## config.mk

```make
export PLATFORM = sky130hd
export DESIGN_NAME = kdt_ram
export DESIGN_NICKNAME = d
export VERILOG_FILES = /design/src/hw/rtl/kdt_ram.sv
export SDC_FILE = /design/constraint.sdc
export NUM_CORES = 1
export LEC_CHECK = 0
export BUFFER_PORTS_ARGS = -buffer_cell sky130_fd_sc_hd__buf_4
export CAP_MARGIN = 20
export CORE_MARGIN = 2
export CORE_UTILIZATION = 35
export DETAILED_ROUTE_END_ITERATION = 10
export PLACE_DENSITY_LB_ADDON = 0.12
export REMOVE_ABC_BUFFERS = 1
export SYNTH_ARGS = -nofsm -noshare
export SYNTH_HDL_FRONTEND = slang
export SYNTH_SLANG_ARGS = --single-unit
```

## constraint.sdc

```tcl
create_clock -name clk -period 2 [get_ports clk]
set_input_delay 0.2 -clock clk [delete_from_list [all_inputs] [get_ports clk]]
set_output_delay 0.2 -clock clk [all_outputs]
set_load 0.005 [all_outputs]
```

## src/hw/rtl/kdt_ram.sv

```systemverilog
// Generic single-write, single-read RAM with registered read data.
// No dependencies.
`default_nettype none

module kdt_ram #(
  parameter int WIDTH = 8,
  parameter int DEPTH = 16
) (
  input  wire logic                                          clk,
  input  wire logic                                          we,
  input  wire logic [((DEPTH > 1) ? $clog2(DEPTH) : 1)-1:0]  waddr,
  input  wire logic [WIDTH-1:0]                              wdata,
  input  wire logic [((DEPTH > 1) ? $clog2(DEPTH) : 1)-1:0]  raddr,
  output      logic [WIDTH-1:0]                              rdata
);

  logic [WIDTH-1:0] mem [DEPTH];

  always_ff @(posedge clk) begin
    if (we) begin
      mem[waddr] <= wdata;
    end
    rdata <= mem[raddr];
  end

endmodule

`default_nettype wire

```

# Word-level counts from Yosys, hierarchy flattened
# Memories as Yosys holds them, arrays and structs flattened. A register that Yosys moved wholly into a read port is not among the register bits.
# Index checks and enable logic that the tools add are counted.
[totals]
register_bits = 0
mem_bits_rw = 128
in_bits = 18
output_inout_bits = 8
word_cells = 3
memories = 1
[mem_list]
columns = ["memory", "words", "word_bits", "read_ports", "rd_clocked_by_memory_dff", "wr", "line", "source"]
rows = [
  ["mem", 16, 8, 1, 1, 1, "17", "logic [WIDTH-1:0] mem [DEPTH];"],
]
[classes]
n_mux = 2
[op_table]
columns = ["op", "n"]
rows = [
  ["$mux W1", 2],
]

# Longest topological paths before layout
# Gate-level depths: netlist of run 1.
[depth]
depth_word = 2
ltp_mapped = 5
mapped_depth_nobuf = 3

# Worst setup path after synthesis of run 1
# Ideal clock, no wire load.
[synth_timing]
path_kind = "input to register"
from = "input port waddr[2] in the netlist's numbering"
to = "memory mem[0][0], enable pin"
setup_time_ps = 383
t_arrival_ps = 1310
t_required_ps = 1617
slack_ps = 307
cell_stages = 2
path_cell_list = "or3b_2 > nor3_1"
[synth_rtl]
columns = ["item", "line", "source"]
rows = [
  ["start: declaration", "11", "input wire logic [((DEPTH > 1) ? $clog2(DEPTH) : 1)-1:0] waddr,"],
  ["end: declaration", "17", ""],
]
# No word-level cell before the write port.

==> impl.org, run 1 <==
** Synth
- Average cell area after synthesis :: 22.48 sq um
- Flop and latch count out of synthesis :: 136
- The Yosys step of the flow raised 0 warnings.
- The synthesized design spends more area on one cell type than any other, namely edfxtp_1.
- Post-Syn Area :: 0.005147 sq mm
- Summing the sequential cell areas from Yosys gives 77.78% of the chip area.
- Fraction of synthesized cell area taken by the top area cell type :: 74.67%
- After technology mapping, the gate count stands at 229.
- Most area-consuming cells after synthesis :: edfxtp_1, mux4_2, mux4_1
- Number of distinct library cells after synthesis :: 19

** Timing
- Worst setup slack after layout :: 0.6662 ns
- Counting I/O delays and the setup requirement, the final critical path takes 1.334 ns.
- Setup repair after global routing left no endpoint under its margin.
- Timing would allow up to 749.7 MHz.
- At the pin with the least slew margin, the transition time is 0.4865 ns.
- Final setup violating endpoints :: 0
- Clock Skew :: 0.02016 ns
- The max-slew violation count is 0.
- Final hold violations :: 0
- Sum of negative setup slack :: 0 ns
- The worst path uses 66.69% of the clock period.
- The worst pin sits at a relative slew slack of 67.56%.

** Critical path
- Required time at the worst-slack endpoint :: 2.28 ns
- Reg-to-reg setup timing slack :: 0.67 ns
- For this design, the slowest cell found on the critical path is mux4_2.
- Crit path kind :: register to register
- Buffers plus inverters on the worst setup path :: 0
- The worst setup path is captured at a register.
- Largest delay share family, worst path :: multiplexers
- Along the worst path, the maximum fanout reaches 1.
- Counting cells, the worst reg-to-reg path comes to 3.
- In this design, the stage delay of the slowest critical-path cell is 0.46 ns.
- The worst register-to-register path begins at mem[3][7].
- Data on the critical path arrives at its endpoint at 1.62 ns.
- STA classifies the critical path startpoint as a register.
- In this run the critical register-to-register path is captured at rdata[7].
- Critical Path, Cell by Cell :: mux4_2 -> a22oi_1 -> nand2_1

** Power and ir drop
- Leakage component of the power :: 2.154 nW
- Power comes to 6.934 mW.
- Power spread over the standard cell area amounts to 1099 mW/mm^2.
- IR analysis of the VDD net gives a maximum drop of 539.7 uV.

** Routing
- Across all layers, the routed design uses 2,368 vias.
- Count of routing violations after the opening detailed-route iteration :: 207
- In the final routed layout, each cell accounts on average for 22.10 um.
- Final Routed Wirelength :: 10,610 um
- Once detail routing completed, the nets flagged for antenna violations numbered 0.
- # DRC :: 0
- Dividing the detail-routed via count by the number of cells gives 4.933.
- The pre-antenna-repair detailed-routing pass consisted of 4 iterations.

** Clock tree
- Maximum clock insertion buffer count :: 2
- # resized after CTS :: 0
- Clock root buffer :: clkbuf_16
- Hold_buf cts :: 0
- The H-tree generated during clock tree synthesis spans 4 levels.
- After clock tree synthesis, the clock-pin slew on the worst setup and hold paths is 0.06 ns.
- Clock tree from TritonCTS :: built
- The clock reaches the later pin of the worst-skew pair after 0.42 ns.
- TritonCTS created 17 clock buffers.
- Setup bufs post-CTS :: 0
- CTS saw 136 sinks.

** Hold path
- For hold timing, the worst endpoint is mem[2][3].
- The worst hold path begins at wdata[3].
- Cells on Worst Hold Path :: 1
- The path class of the tightest hold or removal check is input port to register.

** Floorplanning
- Number of rows in the core area :: 44
- The floorplan step set the die height to 125.3 um.
- The initial utilization of the core area, before any placement, comes to 35.69%.
- IO Pins :: 26
- The floorplan step defined a die boundary enclosing 0.01569 sq mm.
- The core region is 0.01442 sq mm.
- From left edge to right edge, the die measures 125.3 um.

** Cells and area
- Area Growth Syn to Fin :: 22.61%
- The final layout contains 301 nets.
- Most common library cell in the layout ignoring fill and taps :: edfxtp_1
- Number of inserted filler cells in the final layout :: 1,246
- After routing the design area is 0.006311 sq mm.
- Highest-count cells in the layout ignoring fill and taps :: edfxtp_1, buf_4, mux4_2
- Cells with a size suffix above 1 make up 31.42% of the layout.
- Antenna Diode Count :: 0

** Place
- HPWL after DPL :: 6473 um
- Port bufs :: 25
- The placed instances occupy a cell area of 0.005654 sq mm.
- Routability-driven placement finished with a final weighted congestion of 0.6624.
- Dpl ws :: 0.3198 ns

** Global routing
- The first global-routing pass estimated 16,020 um of wire.
- Global routing finished with a remaining overflow of 0.
- Largest net degree at the start of global routing :: 33
- All-layer global routing usage :: 14.57%
- The via count of the first global-routing pass came to 2,507.
- The initial antenna violation count came to 0.

** Outcome
- Outcome :: complete, no violations

** Run
- Across the run, the number of max-cap violations was 0.
synth_stat cells (all sizes together):
cell type,number
clkdlybuf4s25,3
a22oi,16
dfxtp,8
nand3b,2
nand2,9
mux4,32
nand3,1
buf,7
nor3,4
edfxtp,128
nand2b,2
and2b,1
nor2,13
and2,1
or3b,1
nor2b,1
per-layer routing:
metal	wire length (um)	global-route usage [%]
met1	4891	20.03
met2	5073	21.61
met3	585	4.835
met4	59	5.686
met5	0	0
through the flow:
| step | util, % | hold WS, ns | std cells |
|---|---|---|---|
| floorplan | - | 0.2989 | 219 |
| global placement | 39.20 | 0.5174 | 448 |
| detailed placement | 39.20 | 0.5210 | 448 |
| CTS | 43.75 | 0.07306 | 480 |
| global route | 43.75 | 0.09332 | 480 |
| finish | 43.75 | 0.08731 | 480 |
layout make-up:
| class | instances | area, sq um | share of cell area, % |
|---|---|---|---|
| multi-input combinational | 83 | 1057 | 16.75 |
| timing repair buffer | 45 | 362.8 | 5.749 |
| clock inverter | 8 | 165.2 | 2.617 |
| clock buffer | 24 | 491.7 | 7.791 |
| tap | 184 | 230.2 | 3.648 |
| sequential | 136 | 4004 | 63.44 |
logic make-up after synthesis:
kind of cell	Yosys count	share of synthesized area, %
AND/OR/NAND/NOR	35	3.184
buffers and inverters	10	1.677
AO/OA/AOI/OAI	16	2.334
flip-flops	136	77.78
multiplexers	32	15.02
worst max-delay path by stage:
stage                     end  cells after the start       from
floorplan           mem[0][0]                      2   waddr[2]
global placement     rdata[0]                      5   raddr[0]
detailed placement   rdata[0]                      5   raddr[0]
CTS                  rdata[0]                      3  mem[1][0]
global route         rdata[3]                      3  mem[9][3]
finish               rdata[7]                      3  mem[3][7]
power breakdown:
part,internal (mW),switching (mW),leakage [nW]
logic,0.149,0.165,0.606
clock network,2.34,1.07,0.324
registers,3.19,0.0212,1.22
total,5.68,1.26,2.15
flip-flops by register name, indices dropped and copies added, names as in the netlist:
register and count:
rdata 8, mem 128
Power figures use the tool's default switching activity.
==> run 2: changes to the inputs <==
==> constraint.sdc (replaced) <==
create_clock -name clk -period 1.4 [get_ports clk]
set_input_delay 0.14 -clock clk [delete_from_list [all_inputs] [get_ports clk]]
set_output_delay 0.14 -clock clk [all_outputs]
set_load 0.005 [all_outputs]
==> impl.org, run 2 (synthesis gave the netlist of run 1 again) <==
** Outcome
- Outcome :: complete, no violations (unchanged)

** Hold path
- The worst hold-check path type is input port to register (unchanged).

** Run
- The number of max-cap violations came to 0 (unchanged).

** Global routing
- Vias in the first global route :: 2,606 (was 2,507)
- Most used routing layer in global routing :: met2 (unchanged)
- The overall fraction of global-route tracks in use came to 14.56% (was 14.57%).
- GR met2 Demand/Resource :: 22.73% (was 21.61%)
- GR Overflow Total :: 0 (unchanged)
- Met1 Usage GRT :: 19.39% (was 20.03%)
- Wire length of the first global-routing pass :: 16,130 um (was 16,020 um)
- The initial antenna violation count came to 0 (unchanged).
- GR Util met3 :: 4.921% (was 4.835%)
- The largest net degree at the start of global routing is 20 (was 33).

** Floorplanning
- The number of core rows was 44 (unchanged).
- Full die area :: 0.01569 sq mm (unchanged)
- Starting density of the core :: 35.69% (unchanged)
- The overall die height was 125.3 um (unchanged).
- The die span in x was 125.3 um (unchanged).
- IO Pins :: 26 (unchanged)
- The placeable core region was 0.01442 sq mm (unchanged).

** Clock tree
- Clock tree from TritonCTS :: built (unchanged)
- Hold_buf cts :: 0 (unchanged)
- The number of clock sinks is 136 (unchanged).
- The cell chosen for the clock root was clkbuf_16 (unchanged).
- Maximum clock insertion buffer count :: 2 (unchanged)
- Clk pin slew, worst setup/hold paths :: 0.06 ns (about the same)
- The source-to-sink clock delay at the later pin of the worst-skew pair is 0.41 ns (was 0.42 ns).
- The setup fix buffers added after clock tree synthesis was 0 (unchanged).
- Deepest level of the CTS H-tree :: 4 (unchanged)
- Number of buffers inserted during clock tree synthesis :: 17 (unchanged)

** Cells and area
- Area Growth Syn to Fin :: 22.87% (was 22.61%)
- The multi-input logic area is 0.001067 sq mm (was 0.001057 sq mm).
- Register ranked first by flip-flop count :: mem (unchanged)
- Most common library cell in the layout ignoring fill and taps :: edfxtp_1 (unchanged)
- The flip-flop count of the largest register after layout was 128 (unchanged).
- The count of inserted antenna diode cells came to 0 (unchanged).
- Leading registers by flop count :: mem x128, rdata x8 (unchanged)
- Combined flip-flop and latch cell area :: 0.004004 sq mm (unchanged)
- Fraction of layout cells with a size suffix above 1 :: 33.89% (was 31.42%)
- Fin nets :: 306 (was 301)
- The post-route core utilization was 43.85% (was 43.75%).
- Number of inserted filler cells in the final layout :: 1,264 (was 1,246)
- Area of all placed cells without fillers :: 0.006325 sq mm (was 0.006311 sq mm)
- Highest-count cells in the layout ignoring fill and taps: edfxtp_1, buf_4, mux4_2 (unchanged).

** Critical path
- Worst Path Arrival :: 1.63 ns (was 1.62 ns)
- The launch point of the worst reg-to-reg path is mem[1][0] (was mem[3][7]).
- Critical path endpoint category :: register (unchanged)
- Reg-to-reg setup timing slack :: 0.07 ns (was 0.67 ns)
- The type of the worst setup path is register to register (unchanged).
- The data required time at the worst endpoint was 1.69 ns (was 2.28 ns).
- The peak fanout along the critical path is 1 (unchanged).
- Endpoint of the worst-slack reg-to-reg timing path :: rdata[0] (was rdata[7])
- The critical path startpoint category is a register (unchanged).
- The critical path endpoint is rdata[0] (was rdata[7]).
- Critical Path Start :: mem[1][0] (was mem[3][7])
- The count of cells along the worst register-to-register path came to 3 (unchanged).

** Timing
- The final-report setup violation count came to 0 (unchanged).
- Period minus WS final :: 1.335 ns (was 1.334 ns)
- Clock Skew :: 0.006278 ns (was 0.02016 ns)
- Slew Limit Fails :: 0 (unchanged)
- Post-route fraction of the period consumed by the critical path :: 95.34% (was 66.69%)
- Final hold slack :: 0.04313 ns (was 0.08731 ns)
- The remaining max-slew budget at the tightest pin was 48.53% (was 67.56%).
- Worst-Margin Slew :: 0.7691 ns (was 0.4865 ns)
- Final hold violations :: 0 (unchanged)
- The maximum achievable frequency was 749.2 MHz (was 749.7 MHz).
- Unrepaired setup endpoints after global routing :: no (unchanged)

** Power and ir drop
- Leakage component of the power :: 2.153 nW (was 2.154 nW)
- Power density of the placed cells :: 1490 mW/mm^2 (was 1099 mW/mm^2)
- Worst voltage drop across the vdd grid :: 819.5 uV (was 539.7 uV)
- The total power came to 9.426 mW (was 6.934 mW).

** Routing
- # DRC :: 0 (unchanged)
- Number of detailed-route iterations in the first pass :: 6 (was 4)
- The routed length per placed instance came to 21.53 um (was 22.10 um).
- Post-DRT Antenna Nets :: 0 (unchanged)
- Count of routing violations after the opening detailed-route iteration :: 147 (was 207)
- Final Routed Wirelength :: 10,440 um (was 10,610 um)
- Via density per instance :: 4.965 (was 4.933)
- The vias after detailed routing was 2,408 (was 2,368).

** Place
- HPWL after DPL :: 6748 um (was 6473 um)
- The number of port buffers came to 25 (unchanged).
- Post-Place Cell Area :: 0.005729 sq mm (was 0.005654 sq mm)
- GP Congestion :: 0.6759 (was 0.6624)
[run 2: changes by cell type in the layout (fill, tap and decap cells not counted), sizes merged]
cell,change
buf,+5
bufinv,-2
clkbuf,-7
clkinv,+6
clkinvlp,+3
[run 2: how the worst min path moves through the flow]
| stage | start | slack, ns | cells past startpoint | to |
|---|---|---|---|---|
| final | wdata[5] | 0.04 | 1 | mem[13][5] |
| after global routing | wdata[5] | 0.05 | 1 | mem[11][5] |
| after detailed placement | wdata[2] | 0.47 | 1 | mem[3][2] |
| after CTS | wdata[2] | 0.03 | 1 | mem[3][2] |
| after floorplan | wdata[0] | 0.24 | 0 | mem[0][0] |
| after global placement | wdata[2] | 0.46 | 1 | mem[3][2] |
[run 2: what timing repair did]
action | CTS | global route
endpoints found under the setup margin | 1 | 1
gates resized for setup | 1 | 1
gates cloned | 0 | 0
[run 2: power breakdown]
part,switching (mW),internal [mW],leakage [nW]
combinational,0.242,0.234,0.644
clock,1.60,2.77,0.285
sequential,0.0318,4.55,1.22
total,1.87,7.55,2.15
[run 2: per-layer routing]
metal  wire (um)  part of all wire (%)
met4         109                   1.0
met2        5010                    48
met5           0                     0
met3         392                   3.8
met1        4931                    47
[run 2: final cells by class]
type | count | share of cell area [%]
tap | 184 | 3.640
clock buffer | 17 | 6.726
timing repair buffer | 50 | 6.924
multi-input combinational | 83 | 16.87
sequential | 136 | 63.30
clock inverter | 15 | 2.532
[run 2: critical path, cell delays in order (launching register included)]
cell and delay (ns):
edfxtp_1 0.36, mux4_1 0.50, a22oi_1 0.26, nand2_1 0.10
[run 2: metrics by stage]
stage	setup slack [ns]	cells	setup TNS (ns)
2_1_floorplan	-0.2329	219	-1.863
3_3_place_gp	-0.2124	453	-1.313
3_5_place_dp	-0.2126	453	-1.658
4_1_cts	0.01379	485	0
5_1_grt	0.01372	485	0
6_report	0.06520	485	0
==> run 3: changes to the inputs <==
--- a/config.mk
+++ b/config.mk
@@ -7,6 +7,8 @@
 export LEC_CHECK = 0
 export BUFFER_PORTS_ARGS = -buffer_cell sky130_fd_sc_hd__buf_4
 export CAP_MARGIN = 20
+export CELL_PAD_IN_SITES_DETAIL_PLACEMENT = 0
+export CELL_PAD_IN_SITES_GLOBAL_PLACEMENT = 1
 export CORE_MARGIN = 2
 export CORE_UTILIZATION = 35
 export DETAILED_ROUTE_END_ITERATION = 10
==> impl.org, run 3 (synthesis gave the netlist of run 1 again) <==
** Critical path
- The count of cells along the worst register-to-register path came to 3 (unchanged).
- The critical path startpoint category is a register (unchanged).
- Worst-path maximum fanout :: 1 (unchanged)
- Endpoint of the worst-slack reg-to-reg timing path :: rdata[0] (unchanged)
- The type of the worst setup path is register to register (unchanged).
- Worst Path Arrival :: 1.64 ns (was 1.63 ns)
- Required time at the worst-slack endpoint :: 1.69 ns (about the same)
- The critical path endpoint was rdata[0] (unchanged).
- Critical path endpoint category :: register (unchanged)
- The setup slack on the worst flop-to-flop path was 0.05 ns (was 0.07 ns).
- Critical Path Start :: mem[6][0] (was mem[1][0])
- The launch point of the worst reg-to-reg path was mem[6][0] (was mem[1][0]).

** Clock tree
- The total of hold buffers inserted after clock tree synthesis is 0 (unchanged).
- The number of clock sinks was 136 (unchanged).
- The clock transition at the register clock pins on the worst setup and hold paths after CTS is 0.06 ns (about the same).
- The buffer levels on the longest clock path came to 2 (unchanged).
- Clock root buffer :: clkbuf_16 (unchanged)
- The source-to-sink clock delay at the later pin of the worst-skew pair was 0.41 ns (about the same).
- The CTS buffer count was 17 (unchanged).
- Deepest level of the CTS H-tree :: 4 (unchanged)
- The clock tree from TritonCTS was built (unchanged).
- The setup fix buffers added after clock tree synthesis came to 0 (unchanged).

** Place
- GP Congestion :: 0.6895 (was 0.6759)
- Port bufs :: 25 (unchanged)
- The pre-CTS setup slack is -0.2814 ns (was -0.2126 ns).
- HPWL after DPL :: 6918 um (was 6748 um)

** Cells and area
- The register bank with the most flops is mem (unchanged).
- The count of inserted antenna diode cells is 0 (unchanged).
- The layout cell share with drive strength beyond 1 came to 35.41% (was 33.89%).
- The number of nets in the layout is 310 (was 306).
- Highest-count cells in the layout ignoring fill and taps: edfxtp_1, buf_4, mux4_2 (unchanged).
- Leading registers by flop count :: mem x128, rdata x8 (unchanged)
- Area Growth Syn to Fin :: 23.41% (was 22.87%)
- The number of filler instances in the final layout is 1,244 (was 1,264).
- The flip-flop count of the largest register after layout came to 128 (unchanged).
- Most common library cell in the layout ignoring fill and taps :: edfxtp_1 (unchanged)

** Timing
- The transition time at the pin with the least slew margin is 0.9770 ns (was 0.7691 ns).
- The worst setup slack after layout came to 0.05038 ns (was 0.06520 ns).
- Period minus WS final :: 1.350 ns (was 1.335 ns)
- The worst hold slack after final layout was 0.03839 ns (was 0.04313 ns).
- Final setup violating endpoints :: 0 (unchanged)
- Unrepaired setup endpoints after global routing :: yes (was no)
- Slew HR :: 34.73% (was 48.53%)
- Slew Limit Fails :: 0 (unchanged)
- The maximum achievable frequency came to 740.9 MHz (was 749.2 MHz).
- Clock Skew :: 0.008754 ns (was 0.006278 ns)
- The final cycle utilization of the critical path was 96.40% (was 95.34%).
- Final hold violations :: 0 (unchanged)

** Outcome
- Outcome :: complete, no violations (unchanged)

** Floorplanning
- The starting density of the core is 35.69% (unchanged).
- The placeable core region came to 0.01442 sq mm (unchanged).
- Number of rows in the core area :: 44 (unchanged)
- The die span in x was 125.3 um (unchanged).
- The number of top-level design ports was 26 (unchanged).
- The overall die height was 125.3 um (unchanged).
- Full die area :: 0.01569 sq mm (unchanged)

** Routing
- The number of routed nets with antenna violations was 0 (unchanged).
- The vias after detailed routing came to 2,428 (was 2,408).
- Via density per instance :: 4.965 (about the same)
- The routed length per placed instance was 22.19 um (was 21.53 um).
- The count of routing violations after the opening detailed-route iteration was 167 (was 147).
- Number of detailed-route iterations in the first pass :: 4 (was 6)
- Final Routed Wirelength :: 10,850 um (was 10,440 um)
- # DRC :: 0 (unchanged)

** Global routing
- GR Overflow Total :: 0 (unchanged)
- The initial antenna violation count was 0 (unchanged).
- Wire length of the first global-routing pass :: 16,450 um (was 16,130 um)
- Largest net degree at the start of global routing :: 18 (was 20)
- The overall fraction of global-route tracks in use came to 14.98% (was 14.56%).
- The via count of the first global-routing pass was 2,576 (was 2,606).

** Power and ir drop
- The power density normalized to cell area is 1474 mW/mm^2 (was 1490 mW/mm^2).
- The static leakage is 2.153 nW (about the same).
- The maximum resistive drop on vdd was 803.5 uV (was 819.5 uV).

** Hold path
- The worst hold-check path type was input port to register (unchanged).
- The instance count along the most critical hold path came to 1 (unchanged).

** Run
- The number of max-cap violations was 0 (unchanged).
[run 3: cell types whose count changed in the layout (fill, tap and decap cells not counted), sizes merged]
cell,previous run,this run
clkinv,9,6
buf,50,54
clkinvlp,3,4
clkbuf,17,18
inv,0,2
bufinv,3,2
[run 3: critical path: stages, from the launching register on]
cell and delay (ns):
edfxtp_1 0.37, mux4_1 0.54, a22oi_2 0.24, nand2_1 0.08
[run 3: cell type report]
class,instances,area [sq um],area share [%]
repair buffers,54,455.4,7.170
flip-flops and latches,136,4004,63.03
well taps,184,230.2,3.624
multi-input cells,83,1082,17.04
clock inverters,14,151.4,2.383
clock buffers,18,429.2,6.756
[run 3: layer usage]
layer / part of all wire, % / routed length [um] / GRT usage, % / vias up
met4: 1.8 / 192 / 5.948 / 0
li1: - / - / - / 1105
met2: 48 / 5242 / 23.53 / 62
met3: 4.7 / 511 / 4.750 / 9
met1: 45 / 4905 / 19.52 / 1252
met5: 0 / 0 / 0 / -
[run 3: per-stage QoR]
| stage | instance area, sq um | setup TNS [ns] | util, % | std cells | power (mW) |
|---|---|---|---|---|---|
| 2_1_floorplan | 5061 | -1.863 | - | 219 | 4.841 |
| 3_3_place_gp | 5747 | -2.233 | 39.84 | 457 | 5.169 |
| 3_5_place_dp | 5747 | -1.965 | 39.84 | 457 | 5.172 |
| 4_1_cts | 6337 | 0 | 43.94 | 489 | 9.489 |
| 5_1_grt | 6352 | -0.003384 | 44.04 | 489 | 9.681 |
| 6_report | 6352 | 0 | 44.04 | 489 | 9.365 |
[run 3: how the worst min path moves through the flow]
stage / from / to / slack, ns
after floorplan: wdata[0] / mem[0][0] / 0.24
after global placement: wdata[7] / mem[12][7] / 0.46
after detailed placement: wdata[3] / mem[14][3] / 0.47
after CTS: wdata[6] / mem[6][6] / 0.03
after global routing: wdata[7] / mem[12][7] / 0.04
final: wdata[3] / mem[14][3] / 0.04
[run 3: what timing repair did]
item | 4_1_cts | 5_1_grt
pin swaps | 0 | 1
endpoints found under the setup margin | 2 | 4
gates resized for setup | 2 | 3
[run 3: where the power goes]
part	switching, mW	internal (mW)	total (mW)
logic	0.258	0.242	0.500
clock network	1.66	2.63	4.29
registers	0.0271	4.55	4.58
